**src/sv/bhfc_pkg.sv**
```systemverilog
// ----------------------------------------------------------------------------
// bhfc_pkg
// Shared types and constants for the bus header and frame chunker.
// ----------------------------------------------------------------------------
package bhfc_pkg;

   localparam int unsigned GROUP_BITS = 24;      // widest bit group (3-byte header)
   localparam int unsigned NBITS_W    = 5;       // holds 0..24
   localparam int unsigned STORE_W    = 40;
   localparam int unsigned COUNT_W    = 6;
   localparam int unsigned FS_W       = 4;
   localparam int unsigned CHUNK_W    = 16;

   localparam int unsigned QUEUE_DEPTH_DEF = 4;

   localparam logic [FS_W-1:0] FRAME_SIZE_RESET = 4'd11;

   localparam logic KIND_HEADER  = 1'b0;
   localparam logic KIND_PAYLOAD = 1'b1;

   // one classified item: right-aligned bits to append to the stream
   typedef struct packed {
      logic                  clear;   // header: drop pending bits first
      logic                  last;
      logic [NBITS_W-1:0]    nbits;
      logic [GROUP_BITS-1:0] bits;
   } group_type;

endpackage

```
**src/sv/bhfc_front.sv**
```systemverilog
// ----------------------------------------------------------------------------
// bhfc_front
// Classifies an input beat and packs header or payload into a bit group.
// ----------------------------------------------------------------------------
module bhfc_front
   import bhfc_pkg::*;
(
   input  logic              kind,
   input  logic signed [7:0] dest_addr,
   input  logic signed [7:0] source_addr,
   input  logic [7:0]        command_code,
   input  logic [7:0]        payload_byte,
   input  logic [3:0]        valid_bits,
   input  logic              last_item,
   output group_type         group
);

   logic       dshort;
   logic       sshort;
   logic [3:0] vused;
   logic [7:0] dbits;
   logic [7:0] sbits;

   assign dshort = dest_addr[7];
   assign sshort = source_addr[7];
   assign dbits  = dest_addr;
   assign sbits  = source_addr;
   assign vused  = (valid_bits > 4'd8) ? 4'd8 : valid_bits;

   always_comb begin
      group.last  = last_item;
      group.clear = 1'b0;
      group.nbits = '0;
      group.bits  = '0;
      if (kind == KIND_HEADER) begin
         group.clear = 1'b1;
         if (dshort && sshort) begin
            group.nbits = 5'd8;
            group.bits  = {16'b0, 1'b1, dbits[1:0], 1'b1, sbits[1:0], command_code[1:0]};
         end else if (dshort) begin
            group.nbits = 5'd16;
            group.bits  = {8'b0, 1'b1, dbits[1:0], sbits[7:3], sbits[2:0], command_code[4:0]};
         end else if (sshort) begin
            group.nbits = 5'd16;
            group.bits  = {8'b0, dbits, 1'b1, sbits[1:0], command_code[4:0]};
         end else begin
            group.nbits = 5'd24;
            group.bits  = {dbits, sbits, command_code};
         end
      end else begin
         group.nbits = {1'b0, vused};
         group.bits  = {16'b0, payload_byte >> (4'd8 - vused)};
      end
   end

endmodule

```
**src/sv/bhfc_queue.sv**
```systemverilog
// ----------------------------------------------------------------------------
// bhfc_queue
// Short register queue of bit groups between front and back.
// ----------------------------------------------------------------------------
module bhfc_queue
   import bhfc_pkg::*;
#(
   parameter int unsigned DEPTH = QUEUE_DEPTH_DEF
)
(
   input  logic      clock,
   input  logic      reset,
   input  logic      push_valid,
   output logic      full,
   input  group_type push_group,
   output logic      head_valid,
   output group_type head_group,
   input  logic      pop
);

   localparam int unsigned PTR_W = (DEPTH > 1) ? $clog2(DEPTH) : 1;
   localparam int unsigned CNT_W = $clog2(DEPTH + 1);
   localparam logic [PTR_W-1:0] PTR_LAST = PTR_W'(DEPTH - 1);
   localparam logic [CNT_W-1:0] CNT_FULL = CNT_W'(DEPTH);

   group_type        entry_ff [DEPTH];
   logic [PTR_W-1:0] wr_ptr_ff, wr_ptr_in;
   logic [PTR_W-1:0] rd_ptr_ff, rd_ptr_in;
   logic [CNT_W-1:0] cnt_ff, cnt_in;
   logic             do_push;

   assign full       = (cnt_ff == CNT_FULL);
   assign do_push    = push_valid && !full;
   assign head_valid = (cnt_ff != '0);
   assign head_group = entry_ff[rd_ptr_ff];

   always_comb begin
      wr_ptr_in = wr_ptr_ff;
      rd_ptr_in = rd_ptr_ff;
      cnt_in    = cnt_ff;
      if (do_push) begin
         wr_ptr_in = (wr_ptr_ff == PTR_LAST) ? '0 : wr_ptr_ff + 1'b1;
      end
      if (pop) begin
         rd_ptr_in = (rd_ptr_ff == PTR_LAST) ? '0 : rd_ptr_ff + 1'b1;
      end
      if (do_push && !pop) begin
         cnt_in = cnt_ff + 1'b1;
      end else if (pop && !do_push) begin
         cnt_in = cnt_ff - 1'b1;
      end
   end

   always_ff @(posedge clock) begin
      if (reset) begin
         wr_ptr_ff <= '0;
         rd_ptr_ff <= '0;
         cnt_ff    <= '0;
      end else begin
         wr_ptr_ff <= wr_ptr_in;
         rd_ptr_ff <= rd_ptr_in;
         cnt_ff    <= cnt_in;
      end
   end

   always_ff @(posedge clock) begin
      if (do_push) begin
         entry_ff[wr_ptr_ff] <= push_group;
      end
   end

`ifndef SYNTHESIS
   a_cnt_bound: assert property (@(posedge clock) disable iff (reset)
      cnt_ff <= CNT_FULL) else $error("queue count overflow");
   a_pop_nonempty: assert property (@(posedge clock) disable iff (reset)
      pop |-> head_valid) else $error("pop from empty queue");
`endif

endmodule

```
**src/sv/bhfc_back.sv**
```systemverilog
// ----------------------------------------------------------------------------
// bhfc_back
// Bit store, chunk cutter and output register.
// ----------------------------------------------------------------------------
module bhfc_back
   import bhfc_pkg::*;
(
   input  logic               clock,
   input  logic               reset,
   input  logic [FS_W-1:0]    frame_size,
   input  logic               head_valid,
   input  group_type          head_group,
   output logic               pop,
   output logic               rsp_valid,
   input  logic               rsp_stall,
   output logic [CHUNK_W-1:0] rsp_chunk,
   output logic               rsp_last_chunk
);

   logic [STORE_W-1:0] store_ff, store_in;
   logic [COUNT_W-1:0] count_ff, count_in;
   logic               last_ff, last_in;
   logic               valid_ff, valid_in;
   logic [CHUNK_W-1:0] chunk_ff, chunk_in;
   logic               lastc_ff, lastc_in;

   logic [FS_W-1:0]    fs;
   logic [COUNT_W-1:0] fs6;
   logic               emit_full;
   logic               advance;
   logic [COUNT_W-1:0] rem_count;
   logic [STORE_W-1:0] shifted;
   logic [CHUNK_W-1:0] fs_mask;
   logic [FS_W-1:0]    pad;
   logic [CHUNK_W-1:0] rem16;
   logic [CHUNK_W-1:0] pad_chunk;

   assign fs        = (frame_size == '0) ? FS_W'(1) : frame_size;
   assign fs6       = COUNT_W'(fs);
   assign emit_full = (count_ff >= fs6);
   assign advance   = !valid_ff || !rsp_stall;
   assign rem_count = count_ff - fs6;
   assign shifted   = store_ff >> rem_count;
   assign fs_mask   = (CHUNK_W'(1) << fs) - CHUNK_W'(1);
   assign pad       = fs - count_ff[FS_W-1:0];
   assign rem16     = store_ff[CHUNK_W-1:0]
                      & ((CHUNK_W'(1) << count_ff[FS_W-1:0]) - CHUNK_W'(1));
   // 8 or more pad bits: drop a byte of padding and flag it with the marker
   assign pad_chunk = (pad >= 4'd8) ? ((rem16 << (pad - 4'd8)) | (CHUNK_W'(1) << fs))
                                    : (rem16 << pad);

   assign pop = head_valid && !emit_full && !last_ff;

   always_comb begin
      store_in = store_ff;
      count_in = count_ff;
      last_in  = last_ff;
      valid_in = valid_ff;
      chunk_in = chunk_ff;
      lastc_in = lastc_ff;
      if (advance) begin
         valid_in = 1'b0;
      end
      if (emit_full) begin
         if (advance) begin
            valid_in = 1'b1;
            chunk_in = shifted[CHUNK_W-1:0] & fs_mask;
            lastc_in = last_ff && (rem_count == '0);
            count_in = rem_count;
            if (rem_count == '0) begin
               last_in = 1'b0;
            end
         end
      end else if (last_ff) begin
         if (advance) begin
            valid_in = (count_ff != '0);
            chunk_in = pad_chunk;
            lastc_in = 1'b1;
            count_in = '0;
            store_in = '0;
            last_in  = 1'b0;
         end
      end else if (pop) begin
         last_in = head_group.last;
         if (head_group.clear) begin
            store_in = STORE_W'(head_group.bits);
            count_in = COUNT_W'(head_group.nbits);
         end else begin
            store_in = (store_ff << head_group.nbits) | STORE_W'(head_group.bits);
            count_in = count_ff + COUNT_W'(head_group.nbits);
         end
      end
   end

   always_ff @(posedge clock) begin
      if (reset) begin
         store_ff <= '0;
         count_ff <= '0;
         last_ff  <= 1'b0;
         valid_ff <= 1'b0;
      end else begin
         store_ff <= store_in;
         count_ff <= count_in;
         last_ff  <= last_in;
         valid_ff <= valid_in;
      end
   end

   always_ff @(posedge clock) begin
      chunk_ff <= chunk_in;
      lastc_ff <= lastc_in;
   end

   assign rsp_valid      = valid_ff;
   assign rsp_chunk      = chunk_ff;
   assign rsp_last_chunk = lastc_ff;

`ifndef SYNTHESIS
   a_count_bound: assert property (@(posedge clock) disable iff (reset)
      count_ff <= COUNT_W'(38)) else $error("bit store overflow");
   a_pop_below_frame: assert property (@(posedge clock) disable iff (reset)
      pop |-> (count_ff < fs6) && !last_ff) else $error("pop with chunk pending");
`endif

endmodule

```
**src/sv/bus_header_and_frame_chunker.sv**
```systemverilog
// ----------------------------------------------------------------------------
// bus_header_and_frame_chunker
// Transmit serializer: packs bus headers and payload bits into frame chunks.
// ----------------------------------------------------------------------------
// Usage:
//   req_*  : input beats, valid/stall. kind 0 is a header that starts a
//            message (1..3 bytes), kind 1 a payload byte with valid_bits
//            used high bits. last_item closes the message.
//   rsp_*  : output chunks, valid/stall, one chunk of frame_size bits per
//            beat, MSB first; the final chunk is left-aligned and flagged by
//            rsp_last_chunk, with a marker at bit frame_size when 8 or more
//            pad bits were needed.
//   csr_*  : frame_size write port, always ready; write only while idle.
// Path: a beat lands in the queue at acceptance; the back end pops it into
//   the bit store, and each chunk cut from it is held in the output register.
// Flow: the back end absorbs a queued item only while no chunk is pending,
//   then cuts its chunks one by one (the padded final chunk as a step of its
//   own); the queue lets the front accept a beat each cycle until it fills.
// Reset: frame_size returns to 11, the queue empties and pending bits drop.
// A stalled output holds its chunk; the back end then stops once its next
//   chunk is pending and the queue fills, after which req_stall rises.
// ----------------------------------------------------------------------------
module bus_header_and_frame_chunker
   import bhfc_pkg::*;
#(
   parameter int unsigned QUEUE_DEPTH = QUEUE_DEPTH_DEF
)
(
   input  logic               clock,
   input  logic               reset,
   input  logic               req_valid,
   output logic               req_stall,
   input  logic               req_kind,
   input  logic signed [7:0]  req_dest_addr,
   input  logic signed [7:0]  req_source_addr,
   input  logic [7:0]         req_command_code,
   input  logic [7:0]         req_payload_byte,
   input  logic [3:0]         req_valid_bits,
   input  logic               req_last_item,
   output logic               rsp_valid,
   input  logic               rsp_stall,
   output logic [CHUNK_W-1:0] rsp_chunk,
   output logic               rsp_last_chunk,
   input  logic               csr_valid,
   output logic               csr_ready,
   input  logic [FS_W-1:0]    csr_frame_size
);

   logic [FS_W-1:0] frame_size_ff;
   group_type       front_group;
   group_type       head_group;
   logic            head_valid;
   logic            pop;
   logic            q_full;

   assign csr_ready = 1'b1;
   assign req_stall = q_full;

   always_ff @(posedge clock) begin
      if (reset) begin
         frame_size_ff <= FRAME_SIZE_RESET;
      end else if (csr_valid && csr_ready) begin
         frame_size_ff <= csr_frame_size;
      end
   end

   bhfc_front u_front (
      .kind         (req_kind),
      .dest_addr    (req_dest_addr),
      .source_addr  (req_source_addr),
      .command_code (req_command_code),
      .payload_byte (req_payload_byte),
      .valid_bits   (req_valid_bits),
      .last_item    (req_last_item),
      .group        (front_group)
   );

   bhfc_queue #(
      .DEPTH (QUEUE_DEPTH)
   ) u_queue (
      .clock      (clock),
      .reset      (reset),
      .push_valid (req_valid),
      .full       (q_full),
      .push_group (front_group),
      .head_valid (head_valid),
      .head_group (head_group),
      .pop        (pop)
   );

   bhfc_back u_back (
      .clock          (clock),
      .reset          (reset),
      .frame_size     (frame_size_ff),
      .head_valid     (head_valid),
      .head_group     (head_group),
      .pop            (pop),
      .rsp_valid      (rsp_valid),
      .rsp_stall      (rsp_stall),
      .rsp_chunk      (rsp_chunk),
      .rsp_last_chunk (rsp_last_chunk)
   );

endmodule
```
**config.mk**
```make
export PLATFORM = sky130hd
export DESIGN_NAME = bus_header_and_frame_chunker
export DESIGN_NICKNAME = d
export VERILOG_FILES = /design/src/sv/bhfc_pkg.sv /design/src/sv/bhfc_front.sv /design/src/sv/bhfc_queue.sv /design/src/sv/bhfc_back.sv /design/src/sv/bus_header_and_frame_chunker.sv
export SDC_FILE = /design/constraint.sdc
export NUM_CORES = 1
export LEC_CHECK = 0
export ABC_CLOCK_PERIOD_IN_PS = 7000
export BUFFER_PORTS_ARGS = -buffer_cell sky130_fd_sc_hd__buf_4
export CORE_MARGIN = 3
export CORE_UTILIZATION = 60
export CTS_CLUSTER_DIAMETER = 120
export DETAILED_ROUTE_END_ITERATION = 6
export PLACE_DENSITY = 0.78
export SLEW_MARGIN = 10
export SYNTH_ARGS = -nofsm -noshare
export SYNTH_HDL_FRONTEND = slang
export SYNTH_SLANG_ARGS = --single-unit
```
**constraint.sdc**
```tcl
create_clock -name clock -period 7 [get_ports clock]
set_input_delay 1.4 -clock clock [delete_from_list [all_inputs] [get_ports clock]]
set_output_delay 1.4 -clock clock [all_outputs]
set_load 0.1 [all_outputs]
```
==> impl_metrics.env, run 1 <==
export IMPL_preCtsSetupSlack_ps=2320
export IMPL_final_util_pct=66.3
export IMPL_synth_mux_area_share_pct=22.8
export IMPL_crit_type="flop to flop"
export IMPL_r2r_end="u_back.store_ff[34]"
export IMPL_wl_per_cell_um=24.3
export IMPL_synth_xor_area_share_pct=0.942
export IMPL_final_common_cell="edfxtp_1"
export IMPL_hold_violations=0
export IMPL_slew_headroom_pct=31.8
export IMPL_irDropWorstVdd_mv=0.282
export IMPL_crit_start="frame_size_ff[3]"
export IMPL_num_vias=11900
export IMPL_core_area_mm2=0.0227
export IMPL_cts_sinks=198
export IMPL_grt_pass1_wl_um=62900
export IMPL_io_pins=67
export IMPL_most_common_layout_cells="edfxtp_1 (137), mux2i_1 (127), nand2_1 (122), nor2_1 (112), buf_4 (90)"
export IMPL_drc_errors=0
export IMPL_hpwl_um=28800
export IMPL_syn_area_mm2=0.0139
export IMPL_reg2reg_depth=14
export IMPL_ctsHoldBuffers=0
export IMPL_antenna_left=0
export IMPL_multiInputGateArea_mm2=0.00795
export IMPL_drt_wl_total_um=40600
export IMPL_yosysSeqAreaShare_pct=38.3
export IMPL_fin_crit_sh_pct=68.4
export IMPL_final_seq_area_mm2=0.00534
export IMPL_setup_violations=0
export IMPL_grt_antenna_before_repair=0
export IMPL_synth_warnings=0
export IMPL_n_fill_cell=1792
export IMPL_drv_slew=0
export IMPL_die_h_um=158
export IMPL_synth_compound_area_share_pct=17.0
export IMPL_grt_pass1_vias=11000
export IMPL_start_kind="flop"
export IMPL_end_kind="flop"
export IMPL_hp_class="flop to flop"
export IMPL_rsz0062_at_grt="false"
export IMPL_cts_max_level=4
export IMPL_place_congestion=1.00
export IMPL_cts_resized_gates=0
export IMPL_finalCriticalPeriod_ps=4780
export IMPL_io_buffers=65
export IMPL_synth_adder_area_share_pct=2.64
export IMPL_die_area_mm2=0.0251
export IMPL_status="complete, no violations"
export IMPL_grt_max_degree=70
export IMPL_synth_seq_cells=198
export IMPL_fin_ws_ps=2220
export IMPL_firstDrtPassIters=6
export IMPL_critPathRequiredTime_ps=7390
export IMPL_reg2reg_slack_ps=2220
export IMPL_synthFlopType="edfxtp_1"
export IMPL_hold_slack_ps=515
export IMPL_post_cts_buffers=0
export IMPL_root_buffer="clkbuf_16"
export IMPL_tightestPinTransition_ps=1020
export IMPL_cts_tree="done"
export IMPL_final_nets=1448
export IMPL_syn_to_final_growth_pct=8.06
export IMPL_clk_pin_slew_worst_paths_ps=80
export IMPL_grt_overflow=0
export IMPL_vias_per_cell=7.09
export IMPL_syn_avg_cell_area_um2=10.0
export IMPL_leakagePower_nw=5.48
export IMPL_numCtsBuffers=17
export IMPL_max_cap_violations=0
export IMPL_initial_core_util_pct=61.4
export IMPL_drt_iter0_drc=1271
export IMPL_die_w_um=158
export IMPL_crit_path_end="u_back.store_ff[34]"
export IMPL_final_setup_tns_ps=0
export IMPL_worstPathArrival_ps=5170
export IMPL_synthDistinctLibCells=88
export IMPL_clock_latency_ps=450
export IMPL_clockBufferDepth=2
export IMPL_cp_max_fo=28
export IMPL_n_antenna_cell=0
export IMPL_fp_row_count=55
export IMPL_drive_above_1_share_pct=18.6
export IMPL_fmax_ghz=0.209
export IMPL_grt_usage_pct=32.3
export IMPL_synth_edff_count=137
export IMPL_synth_top_family_by_area="multiplexers"
export IMPL_synth_simple_area_share_pct=13.3
export IMPL_powerDensity_mw_per_mm2=466
export IMPL_synth_cells=1388
export IMPL_ys_async_sr_fraction_pct=0
export IMPL_r2r_start="frame_size_ff[3]"
export IMPL_finalClockSkew_ps=23.4
-- kinds of logic after synthesis --
kind of cell             after synthesis
multiplexers                         233
flip-flops                           198
buffers and inverters                159
adder cells (fa/ha/maj)               27
AO/OA/AOI/OAI                        359
XOR/XNOR                              15
AND/OR/NAND/NOR                      396
other                                  1
-- how the worst min path moves through the flow --
stage / start / end / slack (ps) / depth (start not counted)
after floorplan: u_queue.rd_ptr_ff[1] / flop / 450 / 2
after global placement: u_queue.rd_ptr_ff[1] / flop / 470 / 2
after detailed placement: u_queue.rd_ptr_ff[1] / u_queue.rd_ptr_ff[1] / 500 / 2
after CTS: u_queue.rd_ptr_ff[1] / flop / 510 / 2
after global routing: u_queue.rd_ptr_ff[1] / flop / 540 / 2
final: u_queue.cnt_ff[2] / u_queue.cnt_ff[2] / 510 / 2
-- cell usage after synthesis, drive strengths merged, types with 8 or more instances --
library cell | number | area share (%)
and3 | 11 | 0.49
or2 | 8 | 0.38
mux2i | 127 | 9.1
nor2 | 114 | 3.1
a221oi | 16 | 1.1
nand3 | 33 | 1.2
edfxtp | 137 | 30
a311oi | 8 | 0.50
o22ai | 24 | 1.1
mux2 | 43 | 3.5
xnor2 | 8 | 0.50
nand2b | 14 | 0.63
and2 | 13 | 0.58
a31oi | 15 | 0.67
nor2b | 14 | 0.63
buf | 49 | 2.0
nand2 | 123 | 3.4
a211oi | 24 | 1.3
o21ai | 79 | 2.9
o211ai | 13 | 0.70
nor3 | 37 | 1.4
mux4 | 63 | 10
clkbuf | 75 | 2.0
a21oi | 88 | 3.2
a22oi | 17 | 0.92
ha | 23 | 2.1
inv | 34 | 0.93
dfxtp | 61 | 8.8
-- state kept, by name, indices dropped and copies added (netlist names), named ones only --
signal / flops
frame_size_ff: 4
u_back.count_ff: 6
u_back.last_ff: 1
u_back.rsp_chunk: 16
u_back.rsp_last_chunk: 1
u_back.store_ff: 40
u_queue.cnt_ff: 3
u_queue.entry_ff: 120
u_queue.rd_ptr_ff: 2
u_queue.wr_ptr_ff: 2
-- report_power, final --
| part | switching (mW) | internal (mW) | leakage, nW | total, mW |
|---|---|---|---|---|
| Combinational | 2.67 | 1.47 | 3.38 | 4.14 |
| Clock | 0.526 | 0.491 | 0.299 | 1.02 |
| Sequential | 0.356 | 1.52 | 1.80 | 1.87 |
| Total | 3.55 | 3.48 | 5.48 | 7.03 |
-- routing by layer --
metal	up-vias	track usage [%]	wire length, µm
li1	5279	-	-
met1	5711	45.2	16200
met2	745	52.2	19300
met3	116	5.03	3740
met4	0	10.7	1380
met5	-	0	0
-- cell type report --
type                       count  share of cell area [%]
multi-input combinational   1032                    52.7
sequential                   198                    35.4
timing repair buffer          90                    4.49
clock buffer                  17                    2.82
tap                          285                    2.37
clock inverter                15                    1.26
inverter                      35                   0.889
-- per-stage QoR --
stage	instances	area [µm²]	power (mW)
2_1_floorplan	1389	13900	4.87
3_3_place_gp	1640	14400	5.87
3_5_place_dp	1640	14400	5.90
4_1_cts	1672	15100	6.92
5_1_grt	1672	15100	7.36
6_report	1672	15100	7.03
-- worst max-delay path, cell delays in order (launching register included) --
cell and delay [ps]:
dfxtp_1 490, nor2_1 320, nand2_1 170, nand2b_1 130
ha_2 180, inv_1 60, fa_2 440, a21o_1 240
a21oi_2 230, nand2_4 240, nor3_4 770, inv_2 290
or3_1 550, or4_1 540, nand2_1 70
Power figures use the tool's default switching activity.
==> run 2, diff against run 1 <==
--- a/config.mk
+++ b/config.mk
@@ -5,10 +5,10 @@
 export SDC_FILE = /design/constraint.sdc
 export NUM_CORES = 1
 export LEC_CHECK = 0
-export ABC_CLOCK_PERIOD_IN_PS = 7000
+export ABC_CLOCK_PERIOD_IN_PS = 4000
 export BUFFER_PORTS_ARGS = -buffer_cell sky130_fd_sc_hd__buf_4
 export CORE_MARGIN = 3
-export CORE_UTILIZATION = 60
+export CORE_UTILIZATION = 57
 export CTS_CLUSTER_DIAMETER = 120
 export DETAILED_ROUTE_END_ITERATION = 6
 export PLACE_DENSITY = 0.78
==> constraint.sdc (replaced) <==
create_clock -name clock -period 4 [get_ports clock]
set_input_delay 0.8 -clock clock [delete_from_list [all_inputs] [get_ports clock]]
set_output_delay 0.8 -clock clock [all_outputs]
set_load 0.1 [all_outputs]
==> run 2 against run 1 <==
Net effect:
- the flow now finishes with violations (DRC)
- sequential share of layout area decreased by 0.74 points
- sequential cell count unchanged
- worst hold slack improved by 5.1 ps
- routed wire length increased by 4.0%
- setup slack got worse by 2000 ps
- first-iteration DRC count increased by 42%
- critical path depth decreased by 1
- total power increased by 80%
- critical path type unchanged
- highest routed layer is now met5
==> impl_metrics.env, run 2 (synthesized netlist as in run 1, its figures left out) <==
export IMPL_status="complete, but fails checks"
export IMPL_failed_checks="DRC"
export IMPL_syn_to_final_growth_pct=10.4
export IMPL_worstPathArrival_ps=3940
export IMPL_final_nets=1477
export IMPL_switchingPower_mw=6.36
export IMPL_die_h_um=162
export IMPL_core_area_mm2=0.0238
export IMPL_die_area_mm2=0.0264
export IMPL_fp_row_count=56
export IMPL_r2r_start="frame_size_ff[3]"
export IMPL_reg2reg_slack_ps=260
export IMPL_end_kind="flop"
export IMPL_post_cts_buffers=0
export IMPL_clock_latency_ps=450
export IMPL_place_area_mm2=0.0148
export IMPL_critPathRequiredTime_ps=4200
export IMPL_hold_violations=0
export IMPL_p_int_mw=6.31
export IMPL_p_seq_share_pct=25.7
export IMPL_min_path_cells=2
export IMPL_fmax_ghz=0.267
export IMPL_start_kind="flop"
export IMPL_switching_share_pct=50.2
export IMPL_finalCriticalPeriod_ps=3740
export IMPL_grt_antenna_before_repair=1
export IMPL_pwr_share_clk_pct=14.3
export IMPL_ctsHoldBuffers=0
export IMPL_hpwl_um=29800
export IMPL_fin_ws_ps=260
export IMPL_path_delay_family="compound AO/OA/AOI/OAI gates"
export IMPL_grt_pass1_vias=11600
export IMPL_final_seq_area_mm2=0.00534
export IMPL_cp_max_fo=18
export IMPL_multiInputGateArea_mm2=0.00794
export IMPL_most_common_layout_cells="edfxtp_1 (137), mux2i_1 (127), nand2_1 (122), buf_4 (114), nor2_1 (112)"
export IMPL_num_vias=12100
export IMPL_final_setup_tns_ps=0
export IMPL_numCtsBuffers=17
export IMPL_cts_resized_gates=0
export IMPL_hp_start="u_queue.cnt_ff[2]"
export IMPL_wl_per_cell_um=24.3
export IMPL_largest_reg_flops=120
export IMPL_firstDrtPassIters=7
export IMPL_cp_slowest_cell="mux4_2"
export IMPL_n_fill_cell=1831
export IMPL_powerDensity_mw_per_mm2=823
export IMPL_critPathMaxStageDelay_ps=490
export IMPL_final_common_cell="edfxtp_1"
export IMPL_n_antenna_cell=0
export IMPL_io_buffers=65
export IMPL_drt_wl_total_um=42200
export IMPL_initial_core_util_pct=58.7
export IMPL_hp_class="flop to flop"
export IMPL_cts_tree="done"
export IMPL_root_buffer="clkbuf_16"
export IMPL_drive_above_1_share_pct=20.2
export IMPL_grt_max_degree=44
export IMPL_drt_iter0_drc=1799
export IMPL_io_pins=67
export IMPL_leakagePower_nw=5.64
export IMPL_final_cell_area_mm2=0.0154
export IMPL_cts_max_level=4
export IMPL_r2r_end="u_back.rsp_chunk[12]"
export IMPL_drc_errors=15
export IMPL_critical_path_buf_inv_count=2
export IMPL_cts_sinks=198
export IMPL_place_congestion=0.982
export IMPL_clk_pin_slew_worst_paths_ps=100
export IMPL_slew_headroom_pct=37.6
export IMPL_drv_slew=0
export IMPL_tightestPinTransition_ps=924
export IMPL_crit_type="flop to flop"
export IMPL_instances_no_fill=1735
export IMPL_fin_crit_sh_pct=93.5
export IMPL_regMostFlops="u_queue.entry_ff"
export IMPL_grt_usage_pct=32.2
export IMPL_grt_overflow=0
export IMPL_reg2reg_depth=13
export IMPL_clockBufferDepth=2
export IMPL_setup_violations=0
export IMPL_vias_per_cell=6.99
export IMPL_antenna_left=0
export IMPL_max_cap_violations=0
export IMPL_pwr_share_comb_pct=60.0
export IMPL_grt_pass1_wl_um=66500
export IMPL_dp_cells=1703
export IMPL_crit_chain="nor2_1 -> nand2_1 -> nand2b_1 -> ha_2 -> inv_1 -> fa_2 -> a21o_1 -> a21o_1 -> xnor2_1 -> buf_12 -> mux4_2 -> o21ai_0 -> o211ai_1"
export IMPL_preCtsSetupSlack_ps=337
export IMPL_timing_critical_path_mode_cell="a21o_1"
export IMPL_irDropWorstVdd_mv=0.592
export IMPL_rsz0062_at_grt="false"
export IMPL_die_w_um=162
export IMPL_finalClockSkew_ps=27.1
export IMPL_worst_hold_path_endpoint="u_queue.cnt_ff[2]"
run 2: final cells by class:
type | count | share of cell area, %
clock buffer | 17 | 2.76
clock inverter | 15 | 1.26
inverter | 35 | 0.870
multi-input combinational | 1032 | 51.6
sequential | 198 | 34.7
tap | 319 | 2.59
timing repair buffer | 119 | 6.21
run 2: power by group through the flow:
stage | Sequential (mW) | Clock [mW] | Combinational, mW
2_1_floorplan | 3.55 | 0 | 4.97
3_3_place_gp | 3.24 | 0 | 7.30
3_5_place_dp | 3.25 | 0 | 7.37
4_1_cts | 3.21 | 1.83 | 7.42
5_1_grt | 3.27 | 1.91 | 8.09
6_report | 3.25 | 1.81 | 7.60
run 2: how the worst max path moves through the flow:
stage                            from                    to  slack, ps  depth (start not counted)
floorplan           u_queue.cnt_ff[0]     u_queue.cnt_ff[2]         40                          9
global placement     frame_size_ff[3]  u_back.rsp_chunk[12]        460                         13
detailed placement   frame_size_ff[3]  u_back.rsp_chunk[12]        340                         13
CTS                  frame_size_ff[3]  u_back.rsp_chunk[12]        300                         13
global route         frame_size_ff[3]  u_back.rsp_chunk[12]         90                         13
finish               frame_size_ff[3]  u_back.rsp_chunk[12]        260                         13
run 2: layer usage:
metal / wire (µm) / global-route usage, %
met1: 16600 / 44.5
met2: 19300 / 49.9
met3: 4280 / 5.72
met4: 1960 / 14.9
met5: 13 / 0
run 2: tightest hold or removal path, stage by stage (launching register included):
cell and delay, ps:
dfxtp_1 330, o21ai_0 70, a21oi_1 70
run 2: through the flow:
| stage | hold slack [ps] | total power [mW] | utilization [%] |
|---|---|---|---|
| after CTS | 527 | 12.5 | 64.8 |
| after global routing | 539 | 13.3 | 64.8 |
| after global placement | 479 | 10.5 | 62.2 |
| after floorplan | 454 | 8.52 | - |
| after detailed placement | 490 | 10.6 | 62.2 |
| final | 520 | 12.7 | 64.8 |
==> run 3, diff against run 2 <==
--- a/config.mk
+++ b/config.mk
@@ -12,6 +12,7 @@
 export CTS_CLUSTER_DIAMETER = 120
 export DETAILED_ROUTE_END_ITERATION = 6
 export PLACE_DENSITY = 0.78
+export RECOVER_POWER = 50
 export SLEW_MARGIN = 10
 export SYNTH_ARGS = -nofsm -noshare
 export SYNTH_HDL_FRONTEND = slang
==> run 3 against run 2 <==
Net effect:
- the run ends with capacitance limit, slew limit left
- total power fell by 0.74%
- combinational power down 1%
- setup slack worse by 6.6 ps
- critical path depth is the same
- sequential cell count is the same
- non-clock buffer count unchanged
- worst hold slack gained 0.56 ps
- sequential power about the same
- highest routed layer unchanged
- routed wire length shrank 0.29%
- largest power group unchanged
- maximum frequency decreased by 0.18%
- die area is the same
==> impl_metrics.env, run 3 (synthesized netlist as in run 1, its figures left out) <==
export IMPL_hpwl_um=29800
export IMPL_drt_wl_total_um=42100
export IMPL_clk_pin_slew_worst_paths_ps=100
export IMPL_instances_no_fill=1735
export IMPL_io_pins=67
export IMPL_final_nets=1477
export IMPL_wl_per_cell_um=24.3
export IMPL_cts_max_level=4
export IMPL_core_area_mm2=0.0238
export IMPL_dp_cells=1703
export IMPL_cp_max_fo=18
export IMPL_final_cell_area_mm2=0.0153
export IMPL_place_area_mm2=0.0148
export IMPL_grt_pass1_vias=11600
export IMPL_crit_type="flop to flop"
export IMPL_drv_slew=137
export IMPL_power_mw=12.6
export IMPL_powerDensity_mw_per_mm2=822
export IMPL_most_common_layout_cells="edfxtp_1 (137), mux2i_1 (127), nand2_1 (122), nor2_1 (112), buf_4 (89)"
export IMPL_r2r_start="frame_size_ff[3]"
export IMPL_crit_path_end="u_back.rsp_chunk[12]"
export IMPL_setup_violations=0
export IMPL_die_area_mm2=0.0264
export IMPL_initial_core_util_pct=58.7
export IMPL_grt_overflow=0
export IMPL_fmax_ghz=0.267
export IMPL_worstPathArrival_ps=3950
export IMPL_drt_iter0_drc=1780
export IMPL_post_cts_buffers=0
export IMPL_hp_class="flop to flop"
export IMPL_r2r_end="u_back.rsp_chunk[12]"
export IMPL_num_vias=12100
export IMPL_max_cap_violations=4
export IMPL_n_antenna_cell=0
export IMPL_cts_tree="done"
export IMPL_root_buffer="clkbuf_16"
export IMPL_largest_reg_flops=120
export IMPL_grt_pass1_wl_um=66500
export IMPL_fp_row_count=56
export IMPL_die_h_um=162
export IMPL_rsz0062_at_grt="false"
export IMPL_syn_to_final_growth_pct=9.70
export IMPL_start_kind="flop"
export IMPL_end_kind="flop"
export IMPL_fin_crit_sh_pct=93.7
export IMPL_irDropWorstVdd_mv=0.552
export IMPL_failed_checks="capacitance limit, slew limit"
export IMPL_clockBufferDepth=2
export IMPL_slew_headroom_pct=-56.9
export IMPL_firstDrtPassIters=7
export IMPL_n_fill_cell=1866
export IMPL_hold_violations=0
export IMPL_vias_per_cell=6.95
export IMPL_numCtsBuffers=17
export IMPL_drc_errors=0
export IMPL_cts_resized_gates=0
export IMPL_critPathRequiredTime_ps=4200
export IMPL_tightestPinTransition_ps=2350
export IMPL_grt_antenna_before_repair=1
export IMPL_grt_usage_pct=32.2
export IMPL_place_congestion=0.982
export IMPL_ctsHoldBuffers=0
export IMPL_cts_sinks=198
export IMPL_finalCriticalPeriod_ps=3750
export IMPL_grt_max_degree=44
export IMPL_antenna_left=0
export IMPL_regMostFlops="u_queue.entry_ff"
export IMPL_status="complete, but fails checks"
export IMPL_drive_above_1_share_pct=18.3
export IMPL_final_util_pct=64.4
export IMPL_clock_latency_ps=460
export IMPL_final_setup_tns_ps=0
export IMPL_reg2reg_depth=13
export IMPL_crit_start="frame_size_ff[3]"
export IMPL_reg2reg_slack_ps=250
export IMPL_die_w_um=162
export IMPL_final_common_cell="edfxtp_1"
export IMPL_finalClockSkew_ps=30.4
export IMPL_leakagePower_nw=5.54
export IMPL_io_buffers=65
run 3: worst min-delay path by stage:
stage,startpoint,endpoint,slack (ps),cells past startpoint
after floorplan,u_queue.rd_ptr_ff[1],flop,450,2
after global placement,u_queue.rd_ptr_ff[1],u_queue.rd_ptr_ff[1],480,2
after detailed placement,u_queue.rd_ptr_ff[1],u_queue.rd_ptr_ff[1],490,2
after CTS,u_queue.cnt_ff[2],u_queue.cnt_ff[2],530,2
after global routing,u_queue.cnt_ff[2],u_queue.cnt_ff[2],550,2
final,u_queue.cnt_ff[2],u_queue.cnt_ff[2],520,2
run 3: where the power goes:
group,internal [mW],switching [mW],total (mW)
Sequential,2.65,0.597,3.25
Combinational,2.71,4.80,7.50
Clock,0.865,0.951,1.82
run 3: layout make-up:
class | instances | area [µm²] | share of cell area, %
sequential | 198 | 5340 | 34.9
clock buffer | 17 | 425 | 2.78
timing repair buffer | 119 | 862 | 5.64
tap | 319 | 399 | 2.61
multi-input combinational | 1032 | 7940 | 51.9
clock inverter | 15 | 194 | 1.27
inverter | 35 | 134 | 0.875
run 3: metrics by stage:
step                      hold slack [ps]  setup slack (ps)
final                                 520               253
after global routing                  554              91.4
after global placement                479               461
after floorplan                       454              39.2
after detailed placement              490               337
after CTS                             527               300
run 3: worst max-delay path, stage by stage, from the launching register on:
cell	delay, ps
dfxtp_1	330
nor2_1	220
nand2_1	160
nand2b_1	160
ha_2	210
inv_1	60
fa_2	440
a21o_1	230
a21o_1	230
xnor2_1	260
buf_12	200
mux4_2	490
o21ai_0	360
o211ai_1	150
run 3: metal layers:
| layer | part of all wire (%) | global-route usage, % | wire length (µm) | vias up |
|---|---|---|---|---|
| li1 | - | - | - | 5355 |
| met1 | 39 | 44.5 | 16600 | 5763 |
| met2 | 46 | 49.9 | 19200 | 786 |
| met3 | 10 | 5.72 | 4360 | 146 |
| met4 | 4.7 | 14.9 | 1980 | 2 |
| met5 | 0.031 | 0 | 13 | - |
